[config.mk]
export PLATFORM = sky130hd
export DESIGN_NAME = format_string_integer_printer
export DESIGN_NICKNAME = d
export VERILOG_FILES = /design/src/sv/fsip_pkg.sv /design/src/sv/format_string_integer_printer.sv /design/src/sv/fsip_front.sv /design/src/sv/fsip_queue.sv /design/src/sv/fsip_back.sv
export SDC_FILE = /design/constraint.sdc
export NUM_CORES = 1
export LEC_CHECK = 0
export BUFFER_PORTS_ARGS = -buffer_cell sky130_fd_sc_hd__buf_2
export CAP_MARGIN = 10
export CORE_MARGIN = 5
export CORE_UTILIZATION = 40
export DETAILED_ROUTE_END_ITERATION = 16
export GPL_TIMING_DRIVEN = 0
export RECOVER_POWER = 100
export SYNTH_ARGS = -nofsm -noshare
export SYNTH_HDL_FRONTEND = slang
export SYNTH_HIERARCHICAL = 1
export SYNTH_MEMORY_MAX_BITS = 65536
export SYNTH_SLANG_ARGS = --single-unit
[constraint.sdc]
create_clock -name clk -period 7 [get_ports clk]
set_input_delay 0.35 -clock clk [delete_from_list [all_inputs] [get_ports clk]]
set_output_delay 0.35 -clock clk [all_outputs]
set_load 0.1 [all_outputs]
[src/sv/fsip_pkg.sv]
// Package with the shared types, character codes and conversion tables of the integer printer.
package fsip_pkg;

    localparam int QDEPTH = 2;
    localparam int QPTR_W = $clog2(QDEPTH);
    localparam int QCNT_W = $clog2(QDEPTH + 1);

    localparam logic [1:0] KIND_CHAR = 2'd0;
    localparam logic [1:0] KIND_CRLF = 2'd1;
    localparam logic [1:0] KIND_DEC  = 2'd2;
    localparam logic [1:0] KIND_HEX  = 2'd3;

    localparam logic [7:0] CH_NUL     = 8'h00;
    localparam logic [7:0] CH_LF      = 8'h0a;
    localparam logic [7:0] CH_CR      = 8'h0d;
    localparam logic [7:0] CH_PERCENT = 8'h25;
    localparam logic [7:0] CH_MINUS   = 8'h2d;
    localparam logic [7:0] CH_ZERO    = 8'h30;
    localparam logic [7:0] CH_X_UP    = 8'h58;
    localparam logic [7:0] CH_A_LO    = 8'h61;
    localparam logic [7:0] CH_D_LO    = 8'h64;
    localparam logic [7:0] CH_X_LO    = 8'h78;

    localparam logic [3:0] DEC_TOP_POS = 4'd9;
    localparam logic [3:0] HEX_TOP_POS = 4'd7;

    typedef struct packed {
        logic [1:0]  kind;
        logic        neg;
        logic [7:0]  ch;
        logic [31:0] val;
    } cmd_t;

    function automatic logic [33:0] dec_mult(input logic [3:0] p, input logic [3:0] k);
        logic [33:0] r;
        unique case (p)
            4'd0: r = 34'(k) * 34'd1;
            4'd1: r = 34'(k) * 34'd10;
            4'd2: r = 34'(k) * 34'd100;
            4'd3: r = 34'(k) * 34'd1000;
            4'd4: r = 34'(k) * 34'd10000;
            4'd5: r = 34'(k) * 34'd100000;
            4'd6: r = 34'(k) * 34'd1000000;
            4'd7: r = 34'(k) * 34'd10000000;
            4'd8: r = 34'(k) * 34'd100000000;
            4'd9: r = 34'(k) * 34'd1000000000;
            default: r = '1;
        endcase
        return r;
    endfunction

    function automatic logic [7:0] hex_char(input logic [3:0] nib);
        logic [7:0] r;
        if (nib < 4'd10)
            r = CH_ZERO + 8'(nib);
        else
            r = CH_A_LO + 8'(nib - 4'd10);
        return r;
    endfunction

endpackage

[src/sv/format_string_integer_printer.sv]
// An accepted request is written into the two-entry command queue, popped by the idle
// back end into its sequencer state, and its first character is then registered into the output
// register; each skipped leading zero still takes a position step. A newline gives CR then LF,
// a negative decimal a minus sign first; requests that emit nothing never reach the queue.
// The back end takes a command only in idle, then steps one position per cycle unless stalled.
// Reset (rst_n, asynchronous, active low) clears the pending percent flag, queue and sequencer.
module format_string_integer_printer
(
    input  logic        clk,
    input  logic        rst_n,
    input  logic        s_axis_tvalid,
    output logic        s_axis_tready,
    input  logic [39:0] s_axis_tdata,   // fmt_char [7:0], arg_value [39:8]
    output logic        m_axis_tvalid,
    input  logic        m_axis_tready,
    output logic [7:0]  m_axis_tdata,   // out_char [7:0]
    output logic        m_axis_tlast    // last_of_run
);
    import fsip_pkg::*;

    logic push_valid;
    logic push_ready;
    cmd_t push_cmd;
    logic pop_avail;
    logic pop;
    cmd_t pop_cmd;

    fsip_front u_front
    (
        .clk           (clk),
        .rst_n         (rst_n),
        .s_axis_tvalid (s_axis_tvalid),
        .s_axis_tready (s_axis_tready),
        .s_axis_tdata  (s_axis_tdata),
        .push_valid    (push_valid),
        .push_ready    (push_ready),
        .push_cmd      (push_cmd)
    );

    fsip_queue u_queue
    (
        .clk        (clk),
        .rst_n      (rst_n),
        .push_valid (push_valid),
        .push_ready (push_ready),
        .push_cmd   (push_cmd),
        .pop_avail  (pop_avail),
        .pop        (pop),
        .pop_cmd    (pop_cmd)
    );

    fsip_back u_back
    (
        .clk           (clk),
        .rst_n         (rst_n),
        .pop_avail     (pop_avail),
        .pop           (pop),
        .pop_cmd       (pop_cmd),
        .m_axis_tvalid (m_axis_tvalid),
        .m_axis_tready (m_axis_tready),
        .m_axis_tdata  (m_axis_tdata),
        .m_axis_tlast  (m_axis_tlast)
    );

endmodule

[src/sv/fsip_front.sv]
// Front end: accepts format requests, tracks the pending percent sign and classifies each byte.
module fsip_front
(
    input  logic               clk,
    input  logic               rst_n,
    input  logic               s_axis_tvalid,
    output logic               s_axis_tready,
    input  logic [39:0]        s_axis_tdata,   // fmt_char [7:0], arg_value [39:8]
    output logic               push_valid,
    input  logic               push_ready,
    output fsip_pkg::cmd_t     push_cmd
);
    import fsip_pkg::*;

    logic        pend_reg;
    logic        pend_next;
    logic        accept;
    logic [7:0]  ch;
    logic [31:0] arg;

    assign ch            = s_axis_tdata[7:0];
    assign arg           = s_axis_tdata[39:8];
    assign s_axis_tready = push_ready;
    assign accept        = s_axis_tvalid && s_axis_tready;

    always_comb
    begin
        pend_next     = pend_reg;
        push_valid    = 1'b0;
        push_cmd.kind = KIND_CHAR;
        push_cmd.neg  = arg[31];
        push_cmd.ch   = ch;
        push_cmd.val  = arg;
        if (accept)
        begin
            if (pend_reg)
            begin
                pend_next = 1'b0;
                unique case (ch) inside
                    CH_PERCENT:
                    begin
                        push_valid = 1'b1;
                    end
                    CH_D_LO:
                    begin
                        push_valid    = 1'b1;
                        push_cmd.kind = KIND_DEC;
                        push_cmd.val  = arg[31] ? 32'd0 - arg : arg;
                    end
                    CH_X_LO, CH_X_UP:
                    begin
                        push_valid    = 1'b1;
                        push_cmd.kind = KIND_HEX;
                    end
                    default:
                    begin
                        push_valid = 1'b0;
                    end
                endcase
            end
            else if (ch == CH_PERCENT)
            begin
                pend_next = 1'b1;
            end
            else if (ch == CH_LF)
            begin
                push_valid    = 1'b1;
                push_cmd.kind = KIND_CRLF;
            end
            else if (ch != CH_NUL)
            begin
                push_valid = 1'b1;
            end
        end
    end

    always_ff @(posedge clk or negedge rst_n)
    begin
        if (!rst_n)
            pend_reg <= 1'b0;
        else
            pend_reg <= pend_next;
    end

endmodule

[src/sv/fsip_queue.sv]
// Short command queue between the front end and the character sequencer.
module fsip_queue
(
    input  logic               clk,
    input  logic               rst_n,
    input  logic               push_valid,
    output logic               push_ready,
    input  fsip_pkg::cmd_t     push_cmd,
    output logic               pop_avail,
    input  logic               pop,
    output fsip_pkg::cmd_t     pop_cmd
);
    import fsip_pkg::*;

    cmd_t                mem_reg [QDEPTH];
    logic [QPTR_W-1:0]   wr_ptr_reg;
    logic [QPTR_W-1:0]   rd_ptr_reg;
    logic [QCNT_W-1:0]   count_reg;
    logic [QCNT_W-1:0]   count_next;
    logic                do_push;
    logic                do_pop;

    assign push_ready = count_reg != QCNT_W'(QDEPTH);
    assign pop_avail  = count_reg != '0;
    assign do_push    = push_valid && push_ready;
    assign do_pop     = pop && pop_avail;
    assign pop_cmd    = mem_reg[rd_ptr_reg];

    always_comb
    begin
        count_next = count_reg;
        if (do_push && !do_pop)
            count_next = count_reg + 1'b1;
        else if (!do_push && do_pop)
            count_next = count_reg - 1'b1;
    end

    always_ff @(posedge clk)
    begin
        if (do_push)
            mem_reg[wr_ptr_reg] <= push_cmd;
    end

    always_ff @(posedge clk or negedge rst_n)
    begin
        if (!rst_n)
        begin
            wr_ptr_reg <= '0;
            rd_ptr_reg <= '0;
            count_reg  <= '0;
        end
        else
        begin
            if (do_push)
                wr_ptr_reg <= (wr_ptr_reg == QPTR_W'(QDEPTH - 1)) ? '0 : wr_ptr_reg + 1'b1;
            if (do_pop)
                rd_ptr_reg <= (rd_ptr_reg == QPTR_W'(QDEPTH - 1)) ? '0 : rd_ptr_reg + 1'b1;
            count_reg <= count_next;
        end
    end

    a_count_bound: assert property (@(posedge clk) disable iff (!rst_n)
        count_reg <= QCNT_W'(QDEPTH))
        else $error("queue count exceeds its depth");

    a_push_count: assert property (@(posedge clk) disable iff (!rst_n)
        do_push && !do_pop |=> count_reg == $past(count_reg) + 1'b1)
        else $error("queue count missed a push");

    a_pop_count: assert property (@(posedge clk) disable iff (!rst_n)
        do_pop && !do_push |=> count_reg == $past(count_reg) - 1'b1)
        else $error("queue count missed a pop");

endmodule

[src/sv/fsip_back.sv]
// The back end turns queued commands into registered characters, at most one per cycle unless stalled.
module fsip_back
(
    input  logic               clk,
    input  logic               rst_n,
    input  logic               pop_avail,
    output logic               pop,
    input  fsip_pkg::cmd_t     pop_cmd,
    output logic               m_axis_tvalid,
    input  logic               m_axis_tready,
    output logic [7:0]         m_axis_tdata,   // out_char [7:0]
    output logic               m_axis_tlast    // last_of_run
);
    import fsip_pkg::*;

    localparam logic [2:0] ST_IDLE = 3'd0;
    localparam logic [2:0] ST_CHAR = 3'd1;
    localparam logic [2:0] ST_CR   = 3'd2;
    localparam logic [2:0] ST_SIGN = 3'd3;
    localparam logic [2:0] ST_DEC  = 3'd4;
    localparam logic [2:0] ST_HEX  = 3'd5;

    logic [2:0]  state_reg, state_next;
    logic [31:0] val_reg, val_next;
    logic [3:0]  cnt_reg, cnt_next;
    logic        started_reg, started_next;
    logic [7:0]  char_reg, char_next;
    logic        out_valid_reg, out_valid_next;
    logic [7:0]  out_char_reg, out_char_next;
    logic        out_last_reg, out_last_next;

    logic        adv;
    logic        emit;
    logic        emit_last;
    logic [7:0]  emit_char;
    logic [33:0] dec_step [1:9];
    logic [9:1]  dec_ge;
    logic [3:0]  dec_digit;
    logic [33:0] dec_sub;
    logic [3:0]  nib;

    assign adv           = !out_valid_reg || m_axis_tready;
    assign m_axis_tvalid = out_valid_reg;
    assign m_axis_tdata  = out_char_reg;
    assign m_axis_tlast  = out_last_reg;
    assign nib           = val_reg[31:28];

    for (genvar k = 1; k <= 9; k++)
    begin : g_dec
        assign dec_step[k] = dec_mult(cnt_reg, 4'(k));
        assign dec_ge[k]   = {2'b00, val_reg} >= dec_step[k];
    end

    always_comb
    begin
        dec_digit = 4'd0;
        dec_sub   = '0;
        for (int k = 1; k <= 9; k++)
        begin
            if (dec_ge[k])
            begin
                dec_digit = 4'(k);
                dec_sub   = dec_step[k];
            end
        end
    end

    always_comb
    begin
        state_next   = state_reg;
        val_next     = val_reg;
        cnt_next     = cnt_reg;
        started_next = started_reg;
        char_next    = char_reg;
        pop          = 1'b0;
        emit         = 1'b0;
        emit_last    = 1'b0;
        emit_char    = char_reg;
        unique case (state_reg)
            ST_IDLE:
            begin
                if (pop_avail)
                begin
                    pop          = 1'b1;
                    val_next     = pop_cmd.val;
                    char_next    = pop_cmd.ch;
                    started_next = 1'b0;
                    unique case (pop_cmd.kind)
                        KIND_CHAR:
                        begin
                            state_next = ST_CHAR;
                        end
                        KIND_CRLF:
                        begin
                            state_next = ST_CR;
                        end
                        KIND_DEC:
                        begin
                            cnt_next   = DEC_TOP_POS;
                            state_next = pop_cmd.neg ? ST_SIGN : ST_DEC;
                        end
                        default:
                        begin
                            cnt_next   = HEX_TOP_POS;
                            state_next = ST_HEX;
                        end
                    endcase
                end
            end
            ST_CHAR:
            begin
                emit      = 1'b1;
                emit_last = 1'b1;
                if (adv)
                    state_next = ST_IDLE;
            end
            ST_CR:
            begin
                emit      = 1'b1;
                emit_char = CH_CR;
                if (adv)
                begin
                    char_next  = CH_LF;
                    state_next = ST_CHAR;
                end
            end
            ST_SIGN:
            begin
                emit      = 1'b1;
                emit_char = CH_MINUS;
                if (adv)
                    state_next = ST_DEC;
            end
            ST_DEC:
            begin
                emit      = started_reg || dec_digit != 4'd0 || cnt_reg == 4'd0;
                emit_last = cnt_reg == 4'd0;
                emit_char = CH_ZERO + 8'(dec_digit);
                if (adv)
                begin
                    val_next     = val_reg - dec_sub[31:0];
                    started_next = emit;
                    cnt_next     = cnt_reg - 4'd1;
                    if (cnt_reg == 4'd0)
                        state_next = ST_IDLE;
                end
            end
            ST_HEX:
            begin
                emit      = started_reg || nib != 4'd0 || cnt_reg == 4'd0;
                emit_last = cnt_reg == 4'd0;
                emit_char = hex_char(nib);
                if (adv)
                begin
                    val_next     = {val_reg[27:0], 4'h0};
                    started_next = emit;
                    cnt_next     = cnt_reg - 4'd1;
                    if (cnt_reg == 4'd0)
                        state_next = ST_IDLE;
                end
            end
            default:
            begin
                state_next = ST_IDLE;
            end
        endcase
    end

    always_comb
    begin
        out_valid_next = out_valid_reg;
        out_char_next  = out_char_reg;
        out_last_next  = out_last_reg;
        if (adv)
        begin
            out_valid_next = emit;
            out_char_next  = emit_char;
            out_last_next  = emit_last;
        end
    end

    always_ff @(posedge clk)
    begin
        val_reg      <= val_next;
        char_reg     <= char_next;
        out_char_reg <= out_char_next;
        out_last_reg <= out_last_next;
    end

    always_ff @(posedge clk or negedge rst_n)
    begin
        if (!rst_n)
        begin
            state_reg     <= ST_IDLE;
            cnt_reg       <= '0;
            started_reg   <= 1'b0;
            out_valid_reg <= 1'b0;
        end
        else
        begin
            state_reg     <= state_next;
            cnt_reg       <= cnt_next;
            started_reg   <= started_next;
            out_valid_reg <= out_valid_next;
        end
    end

    a_dec_range: assert property (@(posedge clk) disable iff (!rst_n)
        state_reg == ST_DEC |-> cnt_reg <= DEC_TOP_POS)
        else $error("decimal position out of range");

    a_hex_range: assert property (@(posedge clk) disable iff (!rst_n)
        state_reg == ST_HEX |-> cnt_reg <= HEX_TOP_POS)
        else $error("hex position out of range");

    a_pop_idle: assert property (@(posedge clk) disable iff (!rst_n)
        pop |-> state_reg == ST_IDLE)
        else $error("command taken while the sequencer is busy");

    a_last_done: assert property (@(posedge clk) disable iff (!rst_n)
        adv && emit && emit_last |=> state_reg == ST_IDLE)
        else $error("sequencer kept running after the last character");

endmodule

==> impl_metrics.toml <==
[status]
status = "complete, but fails checks"
failed_checks = "capacitance limit, slew limit, setup timing"

[die]
io_pins = 55
coreArea_um2 = 42900
initial_utilization_pct = 40.3
die_w_um = 218
dieArea_um2 = 47400
rows = 76
die_y_um = 218

[route]
drt_wl_total_um = 79100
viasPerCell = 6.35
antenna_left = 0
first_iter_violations = 1627
vias = 17900
drt-pass1-iter-count = 8
wl_per_cell_um = 28.1
drc = 0

[grt]
grt_pass1_wl_um = 114000
antenna_found_initial = 0
grt-ovfl-total = 0
grt_max_degree = 35
grt_usage_pct = 32.4
grt_pass1_vias = 17800

[setup_path]
crit_type = "reg2reg"
r2r_slack_ns = -0.16
cpMaxStageDelayCell = "o41ai_4"
cp_max_fo = 10
endpoint_kind = "flop"
crit_path_start_kind = "flop"
arrival_ns = 7.47
worstPathRequired_ns = 7.31
cp_common_cell = "o21a_1"
cpPeakStageDelay_ns = 0.42

[finish]
final_cell_count_no_fill = 2819
drive_gt1_share_pct = 25.5
multiInputGateArea_um2 = 13500
largest_reg_flops = 86
seq_area_um2 = 4410
areaGrowthSynthToFinish_pct = 26.7
diodes = 0
fin_nets = 2544
n_fill_cell = 4011

[cts]
tritoncts = "yes"
h-tree-depth = 4
cts_buffers = 17
cts-root-buf = "clkbuf_16"
clkTransAtPathRegs_ns = 0.06
clkLatencyLatePin_ns = 0.44
cts_sinks = 149
clockBufferDepth = 2

[flow_run]
cap_viol_max_count = 1

[yosys]
syn_area_per_cell_um2 = 8.64
synthFlopType = "edfxtp_1"
yosys_warnings = 6
ys_ff_latch = 149
ys_top_cells_by_count = "278 x ha_1, 219 x a21oi_1, 168 x nand2_1"
netlist_area_um2 = 17300
synth_top_area_cell = "edfxtp_1"
ys_seq_area_share_pct = 25.5
synth_area_leaders = "edfxtp_1 23%, ha_1 20%, a21oi_1 6.3%"
synth_edf_count = 135
synth_top_area_share_pct = 23.5
netlist_instances = 1997
synthMostInstantiatedCell = "ha_1"
synth_async_sr_flop_share_pct = 9.40
syn_nets = 2320
synthDistinctLibCells = 90

[timing]
finalMaxSlewViolations = 30
worst_pin_slew_ns = 1.68
finalSetupViolCount = 7
slew_headroom_pct = -12.0
period_share_pct = 102
hold_viol_final = 0
fin_crit_ns = 7.16
worst_slack_ns = -0.162
rsz0062_at_grt = "true"
clock.fmax_mhz = 140
clock_skew_ns = 0.00842

[placed_design]
hpwl_um = 60100
dp_slack_ns = -3.75
gp_congestion = 1.02
io_buffers = 54
placedCellCount = 2644

[hold_path]
hold_class = "in2reg"
-- cell usage in the layout, fill, tap and decap left out, types with 11 or more instances in the layout --
cell type and instances:
a211oi_1 14, a21o_1 61, a21oi_1 188, a21oi_2 24
a31oi_1 17, and2_1 11, and3_1 15, buf_12 15
buf_2 35, buf_4 143, buf_6 19, clkbuf_1 52
clkbuf_16 20, clkbuf_4 15, clkinvlp_4 12, dfrtp_1 12
edfxtp_1 135, ha_1 253, ha_4 20, inv_1 37
mux2_4 39, nand2_1 150, nand2b_1 23, nand3_1 59
nand4_1 57, nor2_1 122, nor2_2 14, nor2_4 13
nor2b_1 27, nor3_1 32, o211ai_1 18, o21a_1 18
o21ai_0 116, o21ai_1 22, o22ai_1 19, o31ai_1 20
or2_2 14, or3_1 11, xnor2_1 46, xor2_1 17
-- kinds of logic after synthesis --
| group | synth area share, % |
|---|---|
| mux | 4.39 |
| buf+inv | 4.19 |
| compound gates | 24.2 |
| simple gates | 18.2 |
| flops | 25.5 |
| xor+xnor | 3.20 |
| fa+ha+maj | 20.3 |
-- routing by layer --
layer	wire length (µm)	track usage, %
met1	30700	38.8
met3	5850	5.68
met4	6010	20.5
met2	36600	53.9
met5	0	0
-- critical path, delay by kind of cell (launching register included) --
family | cells | cell delay (ns)
and+or+nand+nor | 1 | 0.25
AOI/OAI and AO/OA | 20 | 4.25
buffers and inverters | 7 | 1.17
adders and majority gates | 4 | 0.96
DFF | 1 | 0.40
-- final timing paths --
check,cells past startpoint,end,startpoint
setup / recovery,32,u_back/val_reg[21],u_back/cnt_reg[1]
max in group asynchronous,2,u_back/cnt_reg[1],rst_n
hold reg to reg,1,u_queue/count_reg[1],u_queue/count_reg[1]
min in group asynchronous,2,u_back/cnt_reg[0],rst_n
hold / removal,2,u_queue/mem_reg[0][16],s_axis_tdata[24]
setup reg to reg,32,u_back/val_reg[21],u_back/cnt_reg[1]
-- metrics by stage --
| stage | cell area (µm²) | utilization [%] | hold WS [ns] | TNS [ns] |
|---|---|---|---|---|
| after floorplan | 17300 | - | 0.0544 | 0 |
| after global placement | 18300 | 42.6 | 0.330 | -142.33 |
| after detailed placement | 18400 | 42.9 | 0.330 | -100.68 |
| after CTS | 21100 | 49.2 | 0.202 | -0.726 |
| after global routing | 21900 | 51.0 | 0.243 | -2.69 |
| final | 21900 | 51.0 | 0.250 | -0.671 |
-- layout make-up --
cell class | count | area share, %
clock inverters | 13 | 0.772
repair buffers | 209 | 7.11
inverters | 54 | 1.19
clock buffers | 19 | 2.02
well taps | 585 | 3.35
flip-flops and latches | 149 | 20.1
multi-input cells | 1697 | 61.8
plain buffers | 93 | 3.59
-- what timing repair did --
action	4_1_cts	5_1_grt
buffers inserted	92	55
gates cloned	0	1
hold buffers	1	0
pin swaps	93	61
resized for setup	334	117
setup endpoints to repair	38	21
endpoints found under the hold margin	14	0
Power is left out: the tool's default activity adds up to more than one toggle a clock period on the data nets, which glitch-free logic cannot reach.
